## src/design/assert_macros.svh

```systemverilog
// ----------------------------------------------------------------------------
// assert_macros.svh
// shared assertion macros for the memory configuration chain
// ----------------------------------------------------------------------------
`ifndef ASSERT_MACROS_SVH
`define ASSERT_MACROS_SVH

// property that must hold on every clock out of reset
`define MCC_ASSERT(lbl, prop) \
  lbl: assert property (@(posedge clk) disable iff (!rst_n) (prop)) \
    else $error("assertion failed");

// condition that must be followed by a consequence on the following clock
`define MCC_ASSERT_NEXT(lbl, cond, cons) \
  lbl: assert property (@(posedge clk) disable iff (!rst_n) (cond) |=> (cons)) \
    else $error("assertion failed");

`endif

```

## src/design/mcc_pkg.sv

```systemverilog
// ----------------------------------------------------------------------------
// mcc_pkg
// types, codes and tables of the memory configuration chain
// ----------------------------------------------------------------------------
`default_nettype none

package mcc_pkg;

  // slots described by the module table
  localparam int TABLE_SLOTS = 6;
  localparam int ID_ENTRIES  = 2 * TABLE_SLOTS;

  localparam int WORD_W = 20;
  localparam int CODE_W = 12;
  localparam int IDX_W  = 3;
  localparam int CNT_W  = 2;
  localparam int KEY_W  = 4;

  // slot index reported when no slot is affected
  localparam logic [IDX_W-1:0] NONE_INDEX = 3'd6;

  typedef enum logic [1:0] {
    FUNC_RESET    = 2'd0,
    FUNC_CONFIG   = 2'd1,
    FUNC_UNCONFIG = 2'd2,
    FUNC_IDENTIFY = 2'd3
  } mcc_func_t;

  typedef struct packed {
    mcc_func_t         func;
    logic [WORD_W-1:0] conf_value;
  } mcc_in_t;

  typedef struct packed {
    logic [CODE_W-1:0] chip_code;
    logic              slot_hit;
    logic [IDX_W-1:0]  slot_index;
  } mcc_out_t;

  // request from the pipeline to the slot bank
  typedef struct packed {
    logic    fire;
    mcc_in_t item;
  } mcc_req_t;

  localparam logic [CNT_W-1:0] RESET_COUNTS [0:TABLE_SLOTS-1] = '{
    2'd1, 2'd2, 2'd2, 2'd2, 2'd2, 2'd0
  };

  localparam logic [CODE_W-1:0] ID_TABLE [0:ID_ENTRIES-1] = '{
    12'h000, 12'h000, 12'h000, 12'h000, 12'h005, 12'h0f6,
    12'h007, 12'h0f8, 12'h001, 12'h0f2, 12'h000, 12'h000
  };

  // chip id for a two-entries-per-slot key, zero past the table
  function automatic logic [CODE_W-1:0] chip_id(input logic [KEY_W-1:0] key);
    logic [CODE_W-1:0] code;
    code = '0;
    if (key < KEY_W'(ID_ENTRIES)) begin
      code = ID_TABLE[key];
    end
    return code;
  endfunction

endpackage

`default_nettype wire

```

## src/design/mcc_slot_bank.sv

```systemverilog
// ----------------------------------------------------------------------------
// mcc_slot_bank
// slot state, priority search and registered update per item
// ----------------------------------------------------------------------------
`default_nettype none

module mcc_slot_bank #(
  parameter int LIVE_SLOTS = 6
) (
  input  wire logic             clk,
  input  wire logic             rst_n,
  input  wire mcc_pkg::mcc_req_t req,
  output mcc_pkg::mcc_out_t     rsp
);

  logic [mcc_pkg::CNT_W-1:0]  pend_r [LIVE_SLOTS];
  logic [mcc_pkg::WORD_W-1:0] base_r [LIVE_SLOTS];

  logic                       pend_hit;
  logic [mcc_pkg::IDX_W-1:0]  pend_idx;
  logic [mcc_pkg::CNT_W-1:0]  pend_cnt;
  logic [mcc_pkg::CNT_W-1:0]  pend_cnt_dec;
  logic                       match_hit;
  logic [mcc_pkg::IDX_W-1:0]  match_idx;
  logic [mcc_pkg::KEY_W-1:0]  id_key;

  // first pending slot and first slot whose base matches, lowest index wins
  always_comb begin
    pend_hit  = 1'b0;
    pend_idx  = mcc_pkg::NONE_INDEX;
    pend_cnt  = '0;
    match_hit = 1'b0;
    match_idx = mcc_pkg::NONE_INDEX;
    for (int i = LIVE_SLOTS - 1; i >= 0; i--) begin
      if (pend_r[i] != '0) begin
        pend_hit = 1'b1;
        pend_idx = mcc_pkg::IDX_W'(i);
        pend_cnt = pend_r[i];
      end
      if (base_r[i] == req.item.conf_value) begin
        match_hit = 1'b1;
        match_idx = mcc_pkg::IDX_W'(i);
      end
    end
  end

  assign pend_cnt_dec = pend_cnt - 2'd1;

  // id key: two entries per slot, second entry once the size step is done
  assign id_key = {pend_idx, (pend_cnt == 2'd1)};

  // result of the item
  always_comb begin
    rsp.chip_code  = '0;
    rsp.slot_hit   = 1'b0;
    rsp.slot_index = mcc_pkg::NONE_INDEX;
    unique case (req.item.func)
      mcc_pkg::FUNC_RESET: begin
      end
      mcc_pkg::FUNC_CONFIG: begin
        rsp.slot_hit   = pend_hit;
        rsp.slot_index = pend_idx;
      end
      mcc_pkg::FUNC_UNCONFIG: begin
        rsp.slot_hit   = match_hit;
        rsp.slot_index = match_idx;
      end
      mcc_pkg::FUNC_IDENTIFY: begin
        rsp.slot_hit   = pend_hit;
        rsp.slot_index = pend_idx;
        if (pend_hit) begin
          rsp.chip_code = mcc_pkg::chip_id(id_key);
        end
      end
    endcase
  end

  // slot state update
  always_ff @(posedge clk) begin
    if (!rst_n) begin
      for (int i = 0; i < LIVE_SLOTS; i++) begin
        pend_r[i] <= mcc_pkg::RESET_COUNTS[i];
        base_r[i] <= '0;
      end
    end else if (req.fire) begin
      unique case (req.item.func)
        mcc_pkg::FUNC_RESET: begin
          for (int i = 0; i < LIVE_SLOTS; i++) begin
            pend_r[i] <= mcc_pkg::RESET_COUNTS[i];
            base_r[i] <= '0;
          end
        end
        mcc_pkg::FUNC_CONFIG: begin
          // size goes first and is not read back; base lands on the last step
          for (int i = 0; i < LIVE_SLOTS; i++) begin
            if (pend_hit && (pend_idx == mcc_pkg::IDX_W'(i))) begin
              pend_r[i] <= pend_cnt_dec;
              if (pend_cnt_dec == '0) begin
                base_r[i] <= req.item.conf_value;
              end
            end
          end
        end
        mcc_pkg::FUNC_UNCONFIG: begin
          for (int i = 0; i < LIVE_SLOTS; i++) begin
            if (match_hit && (match_idx == mcc_pkg::IDX_W'(i))) begin
              pend_r[i] <= mcc_pkg::RESET_COUNTS[i];
              base_r[i] <= '0;
            end
          end
        end
        mcc_pkg::FUNC_IDENTIFY: begin
        end
      endcase
    end
  end

endmodule

`default_nettype wire

```

## src/design/memory_config_chain.sv

```systemverilog
// Memory configuration chain: a daisy chain of module slots that are sized,
// based, released and identified one item at a time. Each item passes an
// input register, is resolved against the slot state combinationally and
// lands in a result register. One item can be taken every cycle unless
// out_stall holds both registers full; the per-item update of the slot
// registers sets that rate. Slots past the sixth are never used.
// ----------------------------------------------------------------------------
// memory_config_chain
// top level: input register, slot bank and result register
// ----------------------------------------------------------------------------
`default_nettype none

`include "assert_macros.svh"

module memory_config_chain #(
  parameter int NUM_SLOTS = 6
) (
  input  wire logic              clk,
  input  wire logic              rst_n,
  input  wire logic              in_valid,
  output logic                   in_stall,
  input  wire mcc_pkg::mcc_in_t  in_data,
  output logic                   out_valid,
  input  wire logic              out_stall,
  output mcc_pkg::mcc_out_t      out_data
);

  localparam int LIVE_SLOTS =
    (NUM_SLOTS < mcc_pkg::TABLE_SLOTS) ? NUM_SLOTS : mcc_pkg::TABLE_SLOTS;

  logic              q_valid_r;
  logic              q_valid_nxt;
  mcc_pkg::mcc_in_t  q_item_r;
  logic              out_valid_r;
  logic              out_valid_nxt;
  mcc_pkg::mcc_out_t out_data_r;
  logic              in_take;
  logic              q_adv;
  mcc_pkg::mcc_req_t bank_req;
  mcc_pkg::mcc_out_t bank_rsp;

  // handshake
  assign q_adv         = q_valid_r && (!out_valid_r || !out_stall);
  assign in_stall      = q_valid_r && !q_adv;
  assign in_take       = in_valid && !in_stall;
  assign q_valid_nxt   = in_take || (q_valid_r && !q_adv);
  assign out_valid_nxt = q_adv || (out_valid_r && out_stall);

  // control registers
  always_ff @(posedge clk) begin
    if (!rst_n) begin
      q_valid_r   <= 1'b0;
      out_valid_r <= 1'b0;
    end else begin
      q_valid_r   <= q_valid_nxt;
      out_valid_r <= out_valid_nxt;
    end
  end

  // input and result payload registers
  always_ff @(posedge clk) begin
    if (in_take) begin
      q_item_r <= in_data;
    end
    if (q_adv) begin
      out_data_r <= bank_rsp;
    end
  end

  assign bank_req.fire = q_adv;
  assign bank_req.item = q_item_r;

  mcc_slot_bank #(
    .LIVE_SLOTS (LIVE_SLOTS)
  ) u_bank (
    .clk   (clk),
    .rst_n (rst_n),
    .req   (bank_req),
    .rsp   (bank_rsp)
  );

  assign out_valid = out_valid_r;
  assign out_data  = out_data_r;

  // checks
  `MCC_ASSERT(a_hit_index, !out_valid_r ||
    (out_data_r.slot_hit == (out_data_r.slot_index != mcc_pkg::NONE_INDEX)))
  `MCC_ASSERT(a_code_needs_hit, !out_valid_r || (out_data_r.chip_code == '0) ||
    out_data_r.slot_hit)
  `MCC_ASSERT_NEXT(a_adv_gives_result, q_adv, out_valid_r)
  `MCC_ASSERT(a_stall_when_full, !in_stall || (q_valid_r && out_valid_r && out_stall))

endmodule

`default_nettype wire
```

## config.mk

```make
export PLATFORM = sky130hd
export DESIGN_NAME = memory_config_chain
export DESIGN_NICKNAME = d
export VERILOG_FILES = /design/src/design/mcc_pkg.sv /design/src/design/mcc_slot_bank.sv /design/src/design/memory_config_chain.sv
export VERILOG_INCLUDE_DIRS = /design/src /design/src/design
export SDC_FILE = /design/constraint.sdc
export NUM_CORES = 1
export LEC_CHECK = 0
export BUFFER_PORTS_ARGS = -buffer_cell sky130_fd_sc_hd__buf_2
export CAP_MARGIN = 20
export CORE_MARGIN = 3
export CORE_UTILIZATION = 50
export DETAILED_ROUTE_END_ITERATION = 8
export GPL_TIMING_DRIVEN = 0
export PLACE_DENSITY = 0.75
export SETUP_SLACK_MARGIN = 0.02
export SLEW_MARGIN = 0
export SYNTH_ARGS = -nofsm -noshare
export SYNTH_HDL_FRONTEND = slang
export SYNTH_SLANG_ARGS = --single-unit
```

## constraint.sdc

```tcl
create_clock -name clk -period 4.3 [get_ports clk]
set_input_delay 0.43 -clock clk [delete_from_list [all_inputs] [get_ports clk]]
set_output_delay 0.43 -clock clk [all_outputs]
set_load 0.05 [all_outputs]
```

After elaboration in Yosys (flattened, before gate mapping)
Memories as Yosys holds them, arrays and structs flattened. A register that Yosys moved wholly into a read port is not among the register bits.
Cells that the tools add are included.
Word-level totals
  bits in writable memories: 132
  register bits: 28
  bits in read-only memories: 192
  word-level logic and storage cells: 267
  memories: 3
  output and inout bits: 18
Memories
  (no name shown): words 16, width 12, rd ports 1, clocked after Yosys merged registers in 1, wr ports 0, RTL line mcc_pkg.sv:60  | code = ID_TABLE[key];
  u_bank.base_r: words 6, width 20, rd ports 6, clocked after Yosys merged registers in 0, wr ports 6, RTL line mcc_slot_bank.sv:17  | logic [mcc_pkg::WORD_W-1:0] base_r [LIVE_SLOTS];
  u_bank.pend_r: words 6, width 2, rd ports 6, clocked after Yosys merged registers in 0, wr ports 6, RTL line mcc_slot_bank.sv:16  | logic [mcc_pkg::CNT_W-1:0] pend_r [LIVE_SLOTS];
Operators by class
  reduce and logical (&&, ||, !) cells: 36
  eq/ne operators: 20
  add/sub/neg operators: 1
  bitwise gates (word level): 37
  order comparisons: 1
  multiplexer cells: 163
Operator list (count)
  20-bit 2-to-1 mux: 18
  20-bit equality test: 6
  1-bit 2-to-1 mux: 108
  2-bit 2-to-1 mux: 28
  1-bit OR: 36
  3-bit 2-to-1 mux: 8
  1-bit logical AND: 16
  3-bit by 2-bit equality test with 1-bit output, second input constant: 4
  3-bit equality test, second input constant: 4
  2-bit nonzero test: 6
  4-bit case mux with 2 select lines: 1
  3-bit by 1-bit equality test with 1-bit output, second input constant: 2
  3-bit zero test: 2
  1-bit zero test: 5
  4-bit NOT with 5-bit output: 1
  2-bit by 1-bit equality test with 1-bit output, second input constant: 2
  2-bit equality test, second input constant: 2
  2-bit zero test: 2
  4-bit less-than comparator, second input constant: 1
  1-bit logical OR: 3
  3-bit AND reduction: 1
  2-bit OR reduction: 1
  2-bit by 1-bit subtractor with 2-bit output, second input constant: 1

Longest topological paths before layout
An unclocked memory read counts as a cell.
  word-level depth: 18
  mapped depth: 11
  mapped depth without buffers: 11

Cells and area by module
Synthesis repeated with hierarchy kept, for this count alone.
Unflattened totals
  cell total of the unflattened synthesis: 636
  area, all modules: 8349.3 µm²
By module, submodules not included
  mcc_slot_bank: area an instance 7124.3 µm², cells an instance 590, times used 1
  memory_config_chain: area an instance 1224.9 µm², cells an instance 46, times used 1

Least setup slack after synthesis
Ideal clock, no wire load.
  path type: register to register
  from: mem u_bank.pend_r[0][9] in the netlist's numbering
  to: mem u_bank.base_r[0][40] in the netlist's numbering, enable pin
  cell stages (with the launch flop): 10
  data required time: 3.875 ns
  slack: 0.841 ns
  period minus slack after synthesis: 3.459 ns
  arrival: 3.034 ns
  cell sequence: edfxtp_1 > nand2b_1 > a21oi_1 > o21bai_1 > a21oi_1 > nor2_1 > o21ai_1 > ha_1 > inv_1 > o21ai_0
RTL lines (RTL line)
  start, declared: mcc_slot_bank.sv:16
  end, declared: mcc_slot_bank.sv:17

==> metrics.yaml <==
synthesis:
  synth_ff_type: "edfxtp_1"
  ys_warn_count: 0
  synth.avg_cell_area_um2: 12.92
  synthesis.area_um2: 8124
  synthArstFlopShare: 0
  synth_top_area_cell: "edfxtp_1"
  yosys.area.top_type_share: 0.6025
  synthCells: 629
  synth_area_leaders: "edfxtp_1, xor2_1, and3_1, and2_1, xnor2_1"
  synth_edf_count: 163
  synth.yosys.seq_area_share: 0.6074
  synth-seq-cells: 165
  synth_cell_types: 55
final_layout:
  utilization: 0.5939
  diodes: 0
  final_nets: 726
  layout-drive-gt1-share: 0.1867
  area_delta_synth_final_pct: 13.60
  final_area_um2: 9229
  final_common_cell: "edfxtp_1"
  seqCellArea_um2: 4935
  multi_input_area_um2: 2841
  n_fill_cell: 1241
  final_cell_mix: "edfxtp_1, xor2_1, and3_1"
  fin_cells: 918
grt:
  grt_max_degree: 21
  overflow: 0
  antenna_found_initial: 0
  grtUsageTotal: 0.2119
  grt_pass1_wl_um: 28170
  grt_pass1_vias: 5153
hold_path:
  hp-class: "in -> reg"
worst_setup_path:
  arrival_ns: 3.87
  path_max_fanout: 20
  critical_path.startpoint_type: "flop"
  slowest_stage: "nand2_1"
  cp_common_cell: "a21oi_1"
  crit_buf_inv: 2
  setup.worst_path.end_class: "flop"
  slowest_delay_ns: 0.65
  crit_family: "compound AO/OA/AOI/OAI gates"
  crit_type: "reg -> reg"
  required_ns: 4.36
  cp_cell_sequence: "nand2b_1 -> a21oi_1 -> o21bai_1 -> a21oi_1 -> nor2_1 -> o21ai_1 -> ha_1 -> clkbuf_1 -> clkbuf_1 -> a21oi_1 -> nand2_1"
sta:
  max_freq_mhz: 262.6
  setup_tns_ns: 0
  slew_viol_final: 0
  finClkSkew_ns: 0.01200
  hold_viol_final: 0
  maxSlewHeadroom: 0.4383
  fin_crit_ns: 3.808
  worst_pin_slew_ns: 0.8426
  rsz0062_at_grt: "no"
  finalCritPeriodShare: 0.8856
  finalSetupViolations: 0
run:
  max_cap_viol_count: 0
clock_network:
  numCtsBuffers: 17
  cts_resized: 0
  cts_tree: "done"
  clk_pin_slew_worst_paths_ns: 0.06
  ctsHoldBuffers: 0
  cts_setup_buffers: 0
  clock_latency_ns: 0.44
  root_buffer: "clkbuf_16"
  cts.sinks: 165
  cts_max_level: 4
  cts_buffer_depth: 2
die:
  coreArea_um2: 15540
  rows: 45
  io_pins: 44
  die_h_um: 133.5
  die_area_um2: 17810
  die_w_um: 133.5
  start_util: 0.5228
run_status:
  status: "finished clean"
drt:
  postRouteAntennaNets: 0
  routed_wl_um: 18180
  route.detailed.drc: 0
  dr.pass1.iters: 5
  via_per_inst: 5.664
  vias: 5200
  drtIter0Drc: 455
  wire_per_inst_um: 19.80
place:
  portBuffers: 39
  post_dp_cell_area_um2: 8668
  placedCellCount: 887
  place_hpwl_um: 12180
  gp_congestion: 0.8563
power:
  power.leakage_nw: 3.826
  power.density_nw_per_um2: 393.3
  ir_drop_mv: 0.2765
==> cell families (layout without fill, tap and decap cells) <==
group / count (synthesis) / in the layout / share of synthesized area
other: 1 / 4 / 0.0004616
adder cells (fa/ha/maj): 5 / 5 / 0.007701
AO/OA/AOI/OAI: 38 / 38 / 0.03157
buffers and inverters: 59 / 134 / 0.04543
flip-flops: 165 / 165 / 0.6074
AND/OR/NAND/NOR: 241 / 241 / 0.1780
XOR/XNOR: 120 / 120 / 0.1294
==> layout make-up <==
| cell class | instances | area share |
|---|---|---|
| multi-input combinational | 408 | 0.3079 |
| timing repair buffer | 44 | 0.02806 |
| inverter | 9 | 0.003661 |
| tap | 211 | 0.02861 |
| sequential | 165 | 0.5347 |
| clock buffer | 18 | 0.04650 |
| clock inverter | 13 | 0.01424 |
| buffer | 50 | 0.03633 |
==> metrics by stage <==
step           power (mW)  worst slack, ns  hold WS, ns
5_1_grt             3.747           0.1609       0.1564
3_5_place_dp        2.207           0.5035       0.5311
6_report            3.630           0.4920       0.1677
2_1_floorplan       2.106           0.8408       0.4731
4_1_cts             3.645           0.4909       0.1547
3_3_place_gp        2.187          -0.1327       0.4866
==> cell usage after synthesis, drive strengths merged, types with 4 or more instances <==
library cell / count
nand2b: 7
xor2: 92
nand4: 7
and2: 42
a21oi: 13
buf: 30
nand2: 24
and3: 82
nand3: 11
o31ai: 4
edfxtp: 163
clkbuf: 20
nor4: 26
xnor2: 28
ha: 5
nor2: 23
inv: 9
nor3: 10
o21ai: 5
==> worst register-to-register path: stages (launching register included) <==
cell and delay, ns:
edfxtp_1 0.43, nand2b_1 0.17, a21oi_1 0.15, o21bai_1 0.08
a21oi_1 0.17, nor2_1 0.06, o21ai_1 0.44, ha_1 0.27
clkbuf_1 0.40, clkbuf_1 0.50, a21oi_1 0.12, nand2_1 0.65
==> metal layers <==
metal,vias up,GRT usage,part of all wire
met5,-,0,0
met4,0,0.1051,0.034
met3,36,0.04381,0.073
met2,223,0.3361,0.48
met1,2570,0.2791,0.42
li1,2371,-,-
==> state kept, by name, summed over array words and instances, names as in the netlist <==
signal / flops
bank_req: 22
q_valid_r: 1
out_data: 9
u_bank.base_r: 120
out_valid: 1
u_bank.pend_r: 12
==> power breakdown <==
group          switching, mW  internal [mW]
Sequential            0.0440           1.84
Combinational          0.189          0.104
Clock                  0.606          0.847
Total                  0.839           2.79
==> path summary, 6_finish.rpt <==
path	start	to	slack (ns)	cells after the start
max	u_bank.pend_r[0][9]$_SDFFCE_PP1P_	u_bank.base_r[0][100]$_SDFFCE_PP0P_	0.49	11
min	in_data[14]	bank_req[14]$_DFFE_PP_	0.17	1
max reg2reg	u_bank.pend_r[0][9]$_SDFFCE_PP1P_	u_bank.base_r[0][100]$_SDFFCE_PP0P_	0.49	11
min reg2reg	q_valid_r$_SDFF_PN0_	out_valid$_SDFF_PN0_	0.55	2
Note: power is estimated with default switching activity, not from simulation.
